### config.mk
export PLATFORM = sky130hd
export DESIGN_NAME = type_length_frame_deframer_core
export DESIGN_NICKNAME = d
export VERILOG_FILES = /design/src/design/tlfd_pkg.sv /design/src/design/tlfd_skid_buf.sv /design/src/design/type_length_frame_deframer_core.sv
export SDC_FILE = /design/constraint.sdc
export NUM_CORES = 1
export LEC_CHECK = 0
export BUFFER_PORTS_ARGS = -buffer_cell sky130_fd_sc_hd__clkbuf_2
export CELL_PAD_IN_SITES_DETAIL_PLACEMENT = 1
export CELL_PAD_IN_SITES_GLOBAL_PLACEMENT = 1
export CORE_MARGIN = 5
export CORE_UTILIZATION = 49
export DETAILED_ROUTE_END_ITERATION = 10
export GPL_TIMING_DRIVEN = 0
export MAX_ROUTING_LAYER = met4
export PLACE_DENSITY = 0.95
export SLEW_MARGIN = 25
export SYNTH_ARGS = -nofsm -noshare
export SYNTH_HDL_FRONTEND = slang
export SYNTH_HIERARCHICAL = 1
export SYNTH_SLANG_ARGS = --single-unit
### constraint.sdc
create_clock -name aclk -period 11.86 [get_ports aclk]
set_clock_uncertainty 0.1 [all_clocks]
set_input_delay 1.186 -clock aclk [delete_from_list [all_inputs] [get_ports aclk]]
set_output_delay 1.186 -clock aclk [all_outputs]
set_load 0.1 [all_outputs]
### src/design/tlfd_pkg.sv
// ============================================================================
// tlfd_pkg
// Shared types, codes and the type byte decode for the frame deframer.
// ============================================================================
package tlfd_pkg;

    // Width of the frame length field and of the length limit register.
    localparam int LEN_W = 64;

    // Result kinds.
    typedef enum logic [1:0] {
        KIND_DATA     = 2'd0,
        KIND_EMPTY    = 2'd1,
        KIND_OVERSIZE = 2'd2
    } out_kind_t;

    // Message codes.
    localparam logic [3:0] CODE_LOGIN      = 4'd0;
    localparam logic [3:0] CODE_LOGIN_RESP = 4'd1;
    localparam logic [3:0] CODE_NEW_PROXY  = 4'd2;
    localparam logic [3:0] CODE_PROXY_RESP = 4'd3;
    localparam logic [3:0] CODE_NEW_WORK   = 4'd4;
    localparam logic [3:0] CODE_REQ_WORK   = 4'd5;
    localparam logic [3:0] CODE_START_WORK = 4'd6;
    localparam logic [3:0] CODE_PING       = 4'd7;
    localparam logic [3:0] CODE_PONG       = 4'd8;
    localparam logic [3:0] CODE_UDP        = 4'd9;

    // Header byte counts: one type byte then eight length bytes.
    localparam logic [3:0] HDR_TYPE_POS = 4'd0;
    localparam logic [3:0] HDR_LAST_POS = 4'd8;

    // One result word.
    typedef struct packed {
        logic [3:0] msg_type;
        out_kind_t  out_kind;
        logic [7:0] data_byte;
        logic       last;
    } result_t;

    // Maps a type byte to its message code; unknown bytes become pong.
    function automatic logic [3:0] map_type(input logic [7:0] b);
        logic [3:0] code;
        unique case (b)
            8'h6f:   code = CODE_LOGIN;       // 'o'
            8'h31:   code = CODE_LOGIN_RESP;  // '1'
            8'h70:   code = CODE_NEW_PROXY;   // 'p'
            8'h32:   code = CODE_PROXY_RESP;  // '2'
            8'h77:   code = CODE_NEW_WORK;    // 'w'
            8'h72:   code = CODE_REQ_WORK;    // 'r'
            8'h73:   code = CODE_START_WORK;  // 's'
            8'h68:   code = CODE_PING;        // 'h'
            8'h34:   code = CODE_PONG;        // '4'
            8'h75:   code = CODE_UDP;         // 'u'
            default: code = CODE_PONG;
        endcase
        return code;
    endfunction

endpackage

### src/design/tlfd_skid_buf.sv
// ============================================================================
// tlfd_skid_buf
// Two-entry output buffer: a result register plus a skid register, so the
// input side keeps flowing for one word while the output side stalls.
// ============================================================================
module tlfd_skid_buf
    import tlfd_pkg::*;
(
    input  logic    aclk,
    input  logic    aresetn,
    input  logic    in_valid,
    output logic    in_ready,
    input  result_t in_data,
    output logic    out_valid,
    input  logic    out_ready,
    output result_t out_data
);

    logic    out_valid_reg, out_valid_next;
    logic    skid_valid_reg, skid_valid_next;
    result_t out_reg, out_next;
    result_t skid_reg, skid_next;

    assign in_ready  = !skid_valid_reg;
    assign out_valid = out_valid_reg;
    assign out_data  = out_reg;

    // Refill the output register from the skid first, else from the input.
    always_comb begin
        out_valid_next  = out_valid_reg;
        skid_valid_next = skid_valid_reg;
        out_next        = out_reg;
        skid_next       = skid_reg;
        if (out_ready || !out_valid_reg) begin
            if (skid_valid_reg) begin
                out_valid_next  = 1'b1;
                out_next        = skid_reg;
                skid_valid_next = 1'b0;
            end else begin
                out_valid_next = in_valid;
                out_next       = in_data;
            end
        end else if (in_valid && in_ready) begin
            skid_valid_next = 1'b1;
            skid_next       = in_data;
        end
    end

    always_ff @(posedge aclk) begin
        if (!aresetn) begin
            out_valid_reg  <= 1'b0;
            skid_valid_reg <= 1'b0;
        end else begin
            out_valid_reg  <= out_valid_next;
            skid_valid_reg <= skid_valid_next;
        end
        out_reg  <= out_next;
        skid_reg <= skid_next;
    end

endmodule

### src/design/type_length_frame_deframer_core.sv
// ============================================================================
// type_length_frame_deframer_core
// Splits a received byte stream into type/length/payload frames.
// ============================================================================
// Each frame is one type byte, an eight-byte big-endian length and then the
// payload. Every payload byte leaves as one word carrying its message code
// and a last mark; a zero-length frame gives one empty-message word, and a
// frame longer than max_len is swallowed and gives one oversize word on its
// final byte. The block takes one byte per clock cycle while its output
// buffer has room, and each result word is registered in the output buffer.
// The frame state update (a 64-bit decrement or a length shift with a
// 64-bit compare against max_len) is combinational. A two-word output
// buffer keeps input flowing for one word while the output side is stalled.
// max_len is sampled when the last length byte arrives.
module type_length_frame_deframer_core
    import tlfd_pkg::*;
(
    input  logic             aclk,
    input  logic             aresetn,
    // Configuration: max_len.
    input  logic             cfg_wr_en,
    input  logic [LEN_W-1:0] cfg_wr_data,
    // Input words.
    input  logic             s_tvalid,
    output logic             s_tready,
    input  logic [7:0]       s_tdata,   // [7:0] rx_byte
    // Result words.
    output logic             m_tvalid,
    input  logic             m_tready,
    output logic [7:0]       m_tdata,   // [7:0] data_byte
    output logic [5:0]       m_tuser,   // [1:0] out_kind, [5:2] msg_type
    output logic             m_tlast    // last
);

    typedef enum logic [2:0] {
        PH_HEADER  = 3'b001,
        PH_PAYLOAD = 3'b010,
        PH_DRAIN   = 3'b100
    } phase_t;

    phase_t           phase_reg, phase_next;
    logic [3:0]       hdr_count_reg, hdr_count_next;
    logic [3:0]       type_code_reg, type_code_next;
    logic [LEN_W-1:0] remaining_reg, remaining_next;
    logic [LEN_W-1:0] max_len_reg;

    logic             accept;
    logic             res_valid;
    result_t          res;
    result_t          out_word;
    logic [LEN_W-1:0] len_shifted;
    logic             fin;

    assign accept      = s_tvalid && s_tready;
    assign len_shifted = {remaining_reg[LEN_W-9:0], s_tdata};
    assign fin         = (remaining_reg <= {{(LEN_W-1){1'b0}}, 1'b1});

    // Length limit register.
    always_ff @(posedge aclk) begin
        if (!aresetn) begin
            max_len_reg <= LEN_W'(65536);
        end else if (cfg_wr_en) begin
            max_len_reg <= cfg_wr_data;
        end
    end

    // Frame parser: next state and the result word for the current byte.
    always_comb begin
        phase_next     = phase_reg;
        hdr_count_next = hdr_count_reg;
        type_code_next = type_code_reg;
        remaining_next = remaining_reg;
        res_valid      = 1'b0;
        res.msg_type   = type_code_reg;
        res.out_kind   = KIND_DATA;
        res.data_byte  = 8'd0;
        res.last       = 1'b1;
        unique case (phase_reg)
            PH_PAYLOAD, PH_DRAIN: begin
                remaining_next = fin ? '0 : remaining_reg - 1'b1;
                if (fin) begin
                    phase_next = PH_HEADER;
                end
                if (phase_reg == PH_PAYLOAD) begin
                    res_valid     = 1'b1;
                    res.data_byte = s_tdata;
                    res.last      = fin;
                end else if (fin) begin
                    res_valid    = 1'b1;
                    res.out_kind = KIND_OVERSIZE;
                end
            end
            default: begin
                phase_next = PH_HEADER;
                if (hdr_count_reg == HDR_TYPE_POS) begin
                    type_code_next = map_type(s_tdata);
                    res.msg_type   = type_code_next;
                    remaining_next = '0;
                    hdr_count_next = 4'd1;
                end else begin
                    remaining_next = len_shifted;
                    if (hdr_count_reg < HDR_LAST_POS) begin
                        hdr_count_next = hdr_count_reg + 4'd1;
                    end else begin
                        hdr_count_next = HDR_TYPE_POS;
                        if (len_shifted == '0) begin
                            res_valid    = 1'b1;
                            res.out_kind = KIND_EMPTY;
                        end else if (len_shifted > max_len_reg) begin
                            phase_next = PH_DRAIN;
                        end else begin
                            phase_next = PH_PAYLOAD;
                        end
                    end
                end
            end
        endcase
    end

    // Frame state registers, updated on each accepted word.
    always_ff @(posedge aclk) begin
        if (!aresetn) begin
            phase_reg     <= PH_HEADER;
            hdr_count_reg <= HDR_TYPE_POS;
            type_code_reg <= CODE_LOGIN;
            remaining_reg <= '0;
        end else if (accept) begin
            phase_reg     <= phase_next;
            hdr_count_reg <= hdr_count_next;
            type_code_reg <= type_code_next;
            remaining_reg <= remaining_next;
        end
    end

    // Output buffering.
    tlfd_skid_buf u_out_buf (
        .aclk      (aclk),
        .aresetn   (aresetn),
        .in_valid  (accept && res_valid),
        .in_ready  (s_tready),
        .in_data   (res),
        .out_valid (m_tvalid),
        .out_ready (m_tready),
        .out_data  (out_word)
    );

    assign m_tdata = out_word.data_byte;
    assign m_tuser = {out_word.msg_type, out_word.out_kind};
    assign m_tlast = out_word.last;

endmodule
**Word-level counts from Yosys, hierarchy flattened**

Index checks and enable logic that the tools add are counted.

- Word-level logic and storage cells: 78
- Output and inout port bits: 17
- Register bits after elaboration: 171

- Add/sub/neg operators: 2
- Mux-type cells: 30
- Bitwise logic cells: 3
- Order comparisons: 3
- Reductions and logical operators: 13
- Equality and inequality tests: 12

Operator list:

| cell | number |
|---|---|
| 2-to-1 mux 64 bit | 3 |
| greater-than comparator 64 bit | 1 |
| <= comparator 64 x 1 -> 1 bit, second input constant | 1 |
| logical NOT 64 bit | 1 |
| subtractor 64 x 1 -> 64 bit, second input constant | 1 |
| == test 8 x 7 -> 1 bit, second input constant | 7 |
| one-hot mux 4 bit (9 select lines) | 1 |
| 2-to-1 mux 3 bit | 6 |
| 2-to-1 mux 9 bit | 2 |
| == test 8 x 6 -> 1 bit, second input constant | 2 |
| 2-to-1 mux 4 bit | 4 |
| 2-to-1 mux 15 bit | 1 |
| 2-to-1 mux 1 bit | 10 |
| 2-to-1 mux 2 bit | 3 |
| AND reduction 2 bit | 3 |
| adder 4 x 1 -> 4 bit, second input constant | 1 |
| logical NOT 4 bit | 1 |
| less-than comparator 4 bit, second input constant | 1 |
| OR reduction 2 bit | 2 |
| == test 3 x 2 -> 1 bit, second input constant | 1 |
| == test 3 bit, second input constant | 1 |
| logical AND 1 bit | 3 |
| NOT 1 bit | 3 |
| logical NOT 1 bit | 2 |
| 2 further kinds | 2 |

**Longest topological paths before layout**

Gate-level depths: netlist of run 1.

- Word-level depth: 8
- Mapped depth: 11
- Depth with buffers taken out: 10

**Modules after synthesis**

The synthesis of run 1 kept the hierarchy.

By module, submodules not included:

| module | instances | cells an instance | area each (um^2) | seq. area each (um^2) |
|---|---|---|---|---|
| type_length_frame_deframer_core | 1 | 1,073 | 8,587.0 | 2,782.7 |
| tlfd_skid_buf | 1 | 55 | 1,206.2 | 940.9 |

**Least setup slack after synthesis of run 1**

No wires, ideal clock.

- Path kind: flip-flop to flip-flop
- From: register u_out_buf.skid_valid_reg
- To: register u_out_buf/skid_reg[0] (netlist name) (enable)
- Cell stages (with the launch flop): 11
- Arrival time: 3,634 ps
- Data required time: 11,351 ps
- Slack: 7,716 ps
- Cells stage by stage: dfxtp_1 buf_6 buf_12 inv_1 and2_1 clkbuf_1 clkbuf_1 clkbuf_1 o21ai_1 a21oi_1 nor3b_1

- Longest elaborated chain between the ends: 5

RTL lines:

| element | RTL line | text |
|---|---|---|
| from (decl) | tlfd_skid_buf.sv:20 | `logic skid_valid_reg, skid_valid_next;` |
| from (signal assigned) | tlfd_skid_buf.sv:55 | `skid_valid_reg <= skid_valid_next;` |
| logical NOT 1 bit (*) | tlfd_skid_buf.sv:24 | `assign in_ready = !skid_valid_reg;` |
| net s_tready | type_length_frame_deframer_core.sv:25 | `output logic s_tready,` |
| logical AND 1 bit | type_length_frame_deframer_core.sv:54 | `assign accept = s_tvalid && s_tready;` |
| logical AND 1 bit | type_length_frame_deframer_core.sv:139 | `.in_valid (accept && res_valid),` |
| logical AND 1 bit (*) | tlfd_skid_buf.sv:43 | `end else if (in_valid && in_ready) begin` |
| AND reduction 2 bit (no line) (*) | -- |  |
| to (signal assigned) | tlfd_skid_buf.sv:58 | `skid_reg <= skid_next;` |
| to (decl) | tlfd_skid_buf.sv:22 | `result_t skid_reg, skid_next;` |

Mark *: on every way through the listed nets, which the timed path passes. The rest lies on a longest branch.
A chain may end at the register's enable or synchronous reset.

**Worst setup path in the final report of run 1**

- From: register remaining_reg[10]
- To: register u_out_buf/skid_reg[3] (netlist name) (enable)

- Longest elaborated chain between the ends: 8
- Elaborated cells between the ends (all ways): 11
- Those cells by class: order compare: 1; mux: 6; reduce/logical: 4

RTL lines:

| element | RTL line | text |
|---|---|---|
| from (decl) | type_length_frame_deframer_core.sv:44 | `logic [LEN_W-1:0] remaining_reg, remaining_next;` |
| from (signal assigned) | type_length_frame_deframer_core.sv:131 | `remaining_reg <= remaining_next;` |
| parallel branches: the longest is 4 deep, another holds <= comparator 64 x 1 -> 1 bit | -- |  |
| 2-to-1 mux 1 bit (*) | type_length_frame_deframer_core.sv:78 | `unique case (phase_reg)` |
| logical AND 1 bit (*) | type_length_frame_deframer_core.sv:139 |  |
| logical AND 1 bit (*) | tlfd_skid_buf.sv:43 |  |
| AND reduction 2 bit (no line) (*) | -- |  |

Mark *: on every way between the ends.

==> results of run 1 <==
==> cell families (layout without fill, tap and decap cells) <==
group / count (synthesis) / count (layout) / share of synthesized area
compound gates: 272 / 272 / 0.185
xor+xnor: 5 / 5 / 0.00447
fa+ha+maj: 68 / 68 / 0.0869
buf+inv: 144 / 269 / 0.0599
flops: 171 / 171 / 0.380
mux: 80 / 80 / 0.0865
simple gates: 388 / 388 / 0.197
==> how the worst max path moves through the flow <==
stage                                               start                               to  slack [ns]  depth (start not counted)
finish                     remaining_reg[10]$_SDFFE_PN0P_  u_out_buf/skid_reg[3]$_DFFE_PP_        7.81                         10
CTS                                              s_tvalid  u_out_buf/skid_reg[3]$_DFFE_PP_        7.88                          9
detailed placement                               s_tvalid  u_out_buf/skid_reg[8]$_DFFE_PP_        7.41                          9
global route                remaining_reg[2]$_SDFFE_PN0P_  u_out_buf/skid_reg[2]$_DFFE_PP_        7.76                         10
global placement                                 s_tvalid  u_out_buf/skid_reg[6]$_DFFE_PP_        6.57                          8
floorplan           u_out_buf/skid_valid_reg$_SDFFE_PP0P_  u_out_buf/skid_reg[0]$_DFFE_PP_        7.72                         10
==> power by group through the flow <==
stage	sequential, W	clock (W)	combinational (W)
finish	0.000616	0.000570	0.000213
global route	0.000618	0.000592	0.000228
CTS	0.000616	0.000567	0.000207
detailed placement	0.000629	0	0.000201
global placement	0.000628	0	0.000190
floorplan	0.000630	0	0.000127
==> cells in the final DEF (no fill, tap or decap), types with 5 or more instances in the layout <==
master                      netlist  layout
sky130_fd_sc_hd__mux2i_1         64      64
sky130_fd_sc_hd__dfxtp_1        141     141
sky130_fd_sc_hd__o31ai_1         10      10
sky130_fd_sc_hd__clkbuf_16        0      17
sky130_fd_sc_hd__buf_2            9       9
sky130_fd_sc_hd__or3_1           10      10
sky130_fd_sc_hd__o211ai_1         5       5
sky130_fd_sc_hd__and2_1          10      10
sky130_fd_sc_hd__o22ai_1         14      14
sky130_fd_sc_hd__a32o_1          28      28
sky130_fd_sc_hd__ha_1            68      68
sky130_fd_sc_hd__nand2_1         86      86
sky130_fd_sc_hd__nor3_1          30      30
sky130_fd_sc_hd__a21oi_1         57      57
sky130_fd_sc_hd__a21o_1           8       8
sky130_fd_sc_hd__and3_1           5       5
sky130_fd_sc_hd__o21ai_0         68      68
sky130_fd_sc_hd__mux2_2           9       9
sky130_fd_sc_hd__nor4_1          20      20
sky130_fd_sc_hd__a31oi_1         12      12
sky130_fd_sc_hd__buf_1            9       9
sky130_fd_sc_hd__inv_1           78      78
sky130_fd_sc_hd__nor2_1         122     122
sky130_fd_sc_hd__nand3_1         34      34
sky130_fd_sc_hd__nand2b_1         7       7
sky130_fd_sc_hd__a22oi_1         16      16
sky130_fd_sc_hd__o21ai_1          8       8
sky130_fd_sc_hd__inv_6            0       6
sky130_fd_sc_hd__o41ai_1          9       9
sky130_fd_sc_hd__clkbuf_2         0      92
sky130_fd_sc_hd__edfxtp_1        30      30
sky130_fd_sc_hd__a32oi_1          9       9
sky130_fd_sc_hd__clkbuf_1        42      42
sky130_fd_sc_hd__or4_1            5       5
sky130_fd_sc_hd__mux2_4           7       7
sky130_fd_sc_hd__nand4_1         26      26
==> per-stage QoR <==
stage	instances	instance area, µm²	setup slack (ns)
floorplan	1128	9790	7.72
global placement	1485	10600	6.57
detailed placement	1486	10600	7.41
CTS	1518	11200	7.88
global route	1518	11200	7.76
finish	1518	11200	7.81
==> routing by layer <==
metal	track usage	wire length, µm
met1	0.372	13500
met2	0.517	16700
met3	0.0673	3210
met4	0.174	2190
met5	-	0
==> worst reg2reg max path: cells and delay by family (launching register included) <==
kind / cells / cell delay (ns)
buf+inv: 2 / 0.52
simple gates: 6 / 2.48
flops: 1 / 0.34
compound gates: 2 / 0.33
==> area by class of cell <==
type	count	area, µm²
Buffer	64	287
Multi-Input combinational cell	813	5490
Sequential cell	171	3720
Clock buffer	17	425
Clock inverter	15	150
Timing Repair Buffer	93	468
Inverter	80	300
Tap cell	265	332
Fill cell	2327	8420
==> flow_summary.yaml, run 1 <==
outcome:
  run_status: "finished clean"
clock_network:
  clk_latency_ns: 0.46
  cts.sink_count: 171
  clock_tree.root_cell: "sky130_fd_sc_hd__clkbuf_16"
  holdBufCountCts: 0
  cts.reportedPaths.clkPinSlew_ns: 0.07
  clock_path_buffers: 2
  tritoncts_clock_tree: "built"
  htreeDepth: 4
  post_cts_setup_buffer_count: 0
  ctsResizeCount: 0
  cts_bufs_inserted: 17
global_routing:
  largest_net_degree_at_the_start_of_global_routing: 19
  grt.total_usage: 0.320
  grt_remaining_overflow: 0
  grt_antenna_before_repair: 0
  first_global_vias: 10300
  grt_first_pass_wirelength_mm: 55.5
critical_path:
  required_ns: 11.92
  worst_setup_path_end_kind: "flip-flop"
  r2r_slack_ns: 7.81
  rr_worst_depth: 10
  rr_endpoint: "u_out_buf/skid_reg[3]$_DFFE_PP_"
  timing.setup.critical_path_class: "reg -> reg"
  critical_path.slowest_cell: "sky130_fd_sc_hd__or4_4"
  crit_path_max_incr_delay_ns: 0.63
  critical_path.reg2reg.startpoint: "remaining_reg[10]$_SDFFE_PN0P_"
  cp_max_fo: 11
  worst-endpoint-arrival_ns: 4.11
  crit_chain: "clkbuf_1, nor3_1, and4_1, nand3_1, or4_4, nor2_2, o21ai_1, a21oi_1, nor3b_2, buf_4"
  cp-start-kind: "flip-flop"
  crit_buf_inv: 2
  cp_top_family: "simple AND/OR/NAND/NOR gates"
pwr:
  seq_power_share: 0.440
  internal-power_w: 0.000967
  power.static_leakage_nw: 4.63
  total_switching_power_w: 0.000432
  comb_power_share: 0.152
  power.switching_fraction: 0.309
  cellPowerDensity_nw_per_um2: 125
  clock_network_fraction_of_total_power: 0.407
  totalPowerFinal_w: 0.00140
  peakVddDrop_uv: 107
sta:
  relSlewSlack: 0.269
  finalSetupViolations: 0
  holdWs_ns: 0.365
  slew_violations: 0
  tns_ns: 0
  grt_setup_unrepaired: "false"
  finalHoldViolCount: 0
  min_period_ns: 4.05
  clock.fmax_mhz: 247
  period_share: 0.342
  timing_worst_slew_pin_value_ns: 1.10
placement:
  buffer_ports.inserted: 92
  place.gp.congestion: 0.937
  dp_hpwl_mm: 24.9
die:
  row_count: 51
  dieWidth_um: 151
  coreArea_um2: 19600
  fp.dieH_um: 151
  start_util: 0.500
  die_area_um2: 22900
  top_level_port_count: 94
routing:
  viasPerCell: 6.61
  detail_route.first_pass.iterations: 6
  route.detailed.wl_per_inst_um: 23.4
  route.final.wire_length_mm: 35.6
  detailroute.via_count: 10000
  post-route-drc-count: 0
  drt-initial-drc-count: 1187
  ant_nets: 0
layout:
  design.final.nets: 1385
  layout.core_utilization: 0.570
  post_synthesis_to_final_layout_area_growth_pct: 14.1
  antennaDiodeCount: 0
  post_route_cells_drive_above_1_share: 0.142
synth:
  postSynthCellCount: 1128
  post_synth_num_cell_types: 72
  yosys-top-cells-count: "sky130_fd_sc_hd__dfxtp_1, sky130_fd_sc_hd__nor2_1, sky130_fd_sc_hd__nand2_1"
  netlist_area_um2: 9790
  synth.top_cell.area_share: 0.288
  syn_avg_cell_area_um2: 8.68
  synth-seq-cells: 171
  synthesis.nets: 1273
  synthesis.yosys.warnings: 6
  yosys_most_used_dff: "sky130_fd_sc_hd__dfxtp_1"
  async_flop_share: 0
  synth-edff-count: 30
  synth_area_leaders: "sky130_fd_sc_hd__dfxtp_1, sky130_fd_sc_hd__edfxtp_1, sky130_fd_sc_hd__ha_1, sky130_fd_sc_hd__mux2i_1, sky130_fd_sc_hd__nor2_1"
  synth_most_common_cell: "sky130_fd_sc_hd__dfxtp_1"
  yosys.area.top_type: "sky130_fd_sc_hd__dfxtp_1"
  share_of_synthesized_area_occupied_by_flip_flops_and_latches: 0.380
worst_hold_path:
  hold_path_startpoint: "remaining_reg[63]$_SDFFE_PN0P_"
  worstHoldEndpoint: "remaining_reg[63]$_SDFFE_PN0P_"
  whs_path_depth: 2
  hp-class: "reg -> reg"
flow_run:
  drv_cap: 0
(Power assumes the default switching activity.)
==> run 2, diff against run 1 <==
--- a/config.mk
+++ b/config.mk
@@ -9,11 +9,11 @@
 export CELL_PAD_IN_SITES_DETAIL_PLACEMENT = 1
 export CELL_PAD_IN_SITES_GLOBAL_PLACEMENT = 1
 export CORE_MARGIN = 5
-export CORE_UTILIZATION = 49
+export CORE_UTILIZATION = 46
 export DETAILED_ROUTE_END_ITERATION = 10
 export GPL_TIMING_DRIVEN = 0
 export MAX_ROUTING_LAYER = met4
-export PLACE_DENSITY = 0.95
+export PLACE_DENSITY = 0.92
 export SLEW_MARGIN = 25
 export SYNTH_ARGS = -nofsm -noshare
 export SYNTH_HDL_FRONTEND = slang
==> constraint.sdc (replaced) <==
create_clock -name aclk -period 4 [get_ports aclk]
set_clock_uncertainty 0.1 [all_clocks]
set_input_delay 0.4 -clock aclk [delete_from_list [all_inputs] [get_ports aclk]]
set_output_delay 0.4 -clock aclk [all_outputs]
set_load 0.1 [all_outputs]
==> run 2 against run 1 <==
Clock power rose to 2.9 times the previous value; maximum frequency rose by 4.9%; total power rose to 2.9 times the previous value; cell count rose by 0.66%; first-iteration DRC count shrank 11%; critical path depth grew 1; setup slack worse by 7.7 ns; register-to-register slack worse by 7.7 ns; via count shrank 2.0%; highest routed layer unchanged.
==> flow_summary.yaml, run 2 (same netlist as run 1, synthesis figures left out) <==
global_routing:
  grt.total_usage: 0.284
  grt_antenna_before_repair: 0
  grt_first_pass_wirelength_mm: 53.4
  first_global_vias: 10000
  grt_remaining_overflow: 0
  largest_net_degree_at_the_start_of_global_routing: 19
clock_network:
  clock_path_buffers: 2
  clock_tree.root_cell: "sky130_fd_sc_hd__clkbuf_16"
  cts_bufs_inserted: 17
  htreeDepth: 4
  tritoncts_clock_tree: "built"
  clk_latency_ns: 0.45
  cts.reportedPaths.clkPinSlew_ns: 0.08
  cts.sink_count: 171
sta:
  clock.fmax_mhz: 259
  timing_worst_slew_pin_value_ns: 1.08
  holdWs_ns: 0.0858
  finalSetupViolations: 0
  period_share: 0.966
  grt_setup_unrepaired: "false"
  tns_ns: 0
  finalHoldViolCount: 0
  slew_violations: 0
  relSlewSlack: 0.278
  min_period_ns: 3.86
critical_path:
  critical_path.most_common_cell: "sky130_fd_sc_hd__clkbuf_1"
  required_ns: 4.06
  worst_setup_path_end_kind: "flip-flop"
  cp_top_family: "buffers and inverters"
  critical_path.slowest_cell: "sky130_fd_sc_hd__clkbuf_1"
  r2r_slack_ns: 0.14
  crit_buf_inv: 7
  cp-start-kind: "flip-flop"
  worst-endpoint-arrival_ns: 3.92
  crit_path_max_incr_delay_ns: 0.61
  crit_chain: "buf_6, buf_12, inv_1, and2_1, clkbuf_1, clkbuf_1, clkbuf_1, o21ai_1, a21oi_1, nor3b_4, buf_12"
  cp_max_fo: 15
  timing.setup.critical_path_class: "reg -> reg"
die:
  fp.dieH_um: 156
  start_util: 0.466
  dieWidth_um: 156
  row_count: 53
  die_area_um2: 24300
  top_level_port_count: 94
  coreArea_um2: 21000
placement:
  dp_hpwl_mm: 24.7
  detailed_place.area_um2: 10600
  numPlacedInstances: 1495
  buffer_ports.inserted: 92
  place.gp.congestion: 0.956
pwr:
  internal-power_w: 0.00282
  total_switching_power_w: 0.00128
  peakVddDrop_uv: 262
  clock_network_fraction_of_total_power: 0.404
  seq_power_share: 0.445
  power.static_leakage_nw: 4.62
  power.switching_fraction: 0.311
  comb_power_share: 0.151
  cellPowerDensity_nw_per_um2: 366
flow_run:
  drv_cap: 0
routing:
  ant_nets: 0
  route.final.wire_length_mm: 34.3
  drt-initial-drc-count: 1061
  viasPerCell: 6.43
  detail_route.first_pass.iterations: 9
  post-route-drc-count: 0
  route.detailed.wl_per_inst_um: 22.5
  detailroute.via_count: 9829
layout:
  antennaDiodeCount: 0
  final_common_cell: "sky130_fd_sc_hd__dfxtp_1"
  mostFrequentLayoutCells: "sky130_fd_sc_hd__dfxtp_1, sky130_fd_sc_hd__nor2_1, sky130_fd_sc_hd__clkbuf_2"
  design.final.nets: 1385
  post_route_cells_drive_above_1_share: 0.142
  layout.core_utilization: 0.533
  post_synthesis_to_final_layout_area_growth_pct: 14.4
  postLayoutCellArea_um2: 11200
  final_cell_count_no_fill: 1528
outcome:
  run_status: "finished clean"
worst_hold_path:
  hp-class: "in -> reg"
[run 2: power groups by stage]
stage	sequential [W]	combinational, W	clock (W)
6_report	0.00183	0.000620	0.00166
5_1_grt	0.00183	0.000672	0.00173
4_1_cts	0.00183	0.000603	0.00165
3_5_place_dp	0.00186	0.000592	0
3_3_place_gp	0.00186	0.000562	0
2_1_floorplan	0.00187	0.000376	0
[run 2: worst paths after layout]
path	start	end	depth (start not counted)
max	u_out_buf/skid_valid_reg$_SDFFE_PP0P_	u_out_buf/skid_reg[2]$_DFFE_PP_	11
min	cfg_wr_data[24]	max_len_reg[24]$_SDFFE_PN0P_	3
max reg2reg	u_out_buf/skid_valid_reg$_SDFFE_PP0P_	u_out_buf/skid_reg[2]$_DFFE_PP_	11
min reg2reg	type_code_reg[0]$_SDFFE_PN0P_	type_code_reg[0]$_SDFFE_PN0P_	2
[run 2: cell type report]
cell class	count	area, µm²
Buffer	64	287
Clock buffer	18	439
Clock inverter	14	131
Fill cell	2534	9820
Inverter	80	300
Multi-Input combinational cell	813	5490
Sequential cell	171	3720
Tap cell	275	344
Timing Repair Buffer	93	480
[run 2: metal layers]
| metal | part of all wire | GRT usage |
|---|---|---|
| met1 | 0.38 | 0.330 |
| met2 | 0.48 | 0.468 |
| met3 | 0.091 | 0.0630 |
| met4 | 0.046 | 0.134 |
| met5 | 0 | - |
[run 2: tightest hold or removal path, stage by stage]
cell and delay [ns]:
sky130_fd_sc_hd__clkbuf_2 0.08, sky130_fd_sc_hd__mux2i_1 0.06, sky130_fd_sc_hd__nor2_1 0.07
[run 2: repair_timing]
| action | in CTS | in global routing |
|---|---|---|
| buffers inserted | 1 | 0 |
| hold buffers | 0 | 0 |
| resized for setup | 1 | 0 |
| endpoints found under the setup margin | 15 | 0 |
| hold endpoints to repair | 0 | 0 |
[run 2: per-stage QoR]
stage	power, W	setup WS [ns]
global route	0.00423	0.0360
floorplan	0.00224	0.387
finish	0.00410	0.137
CTS	0.00408	0.261
detailed placement	0.00246	-0.354
global placement	0.00242	-0.00509
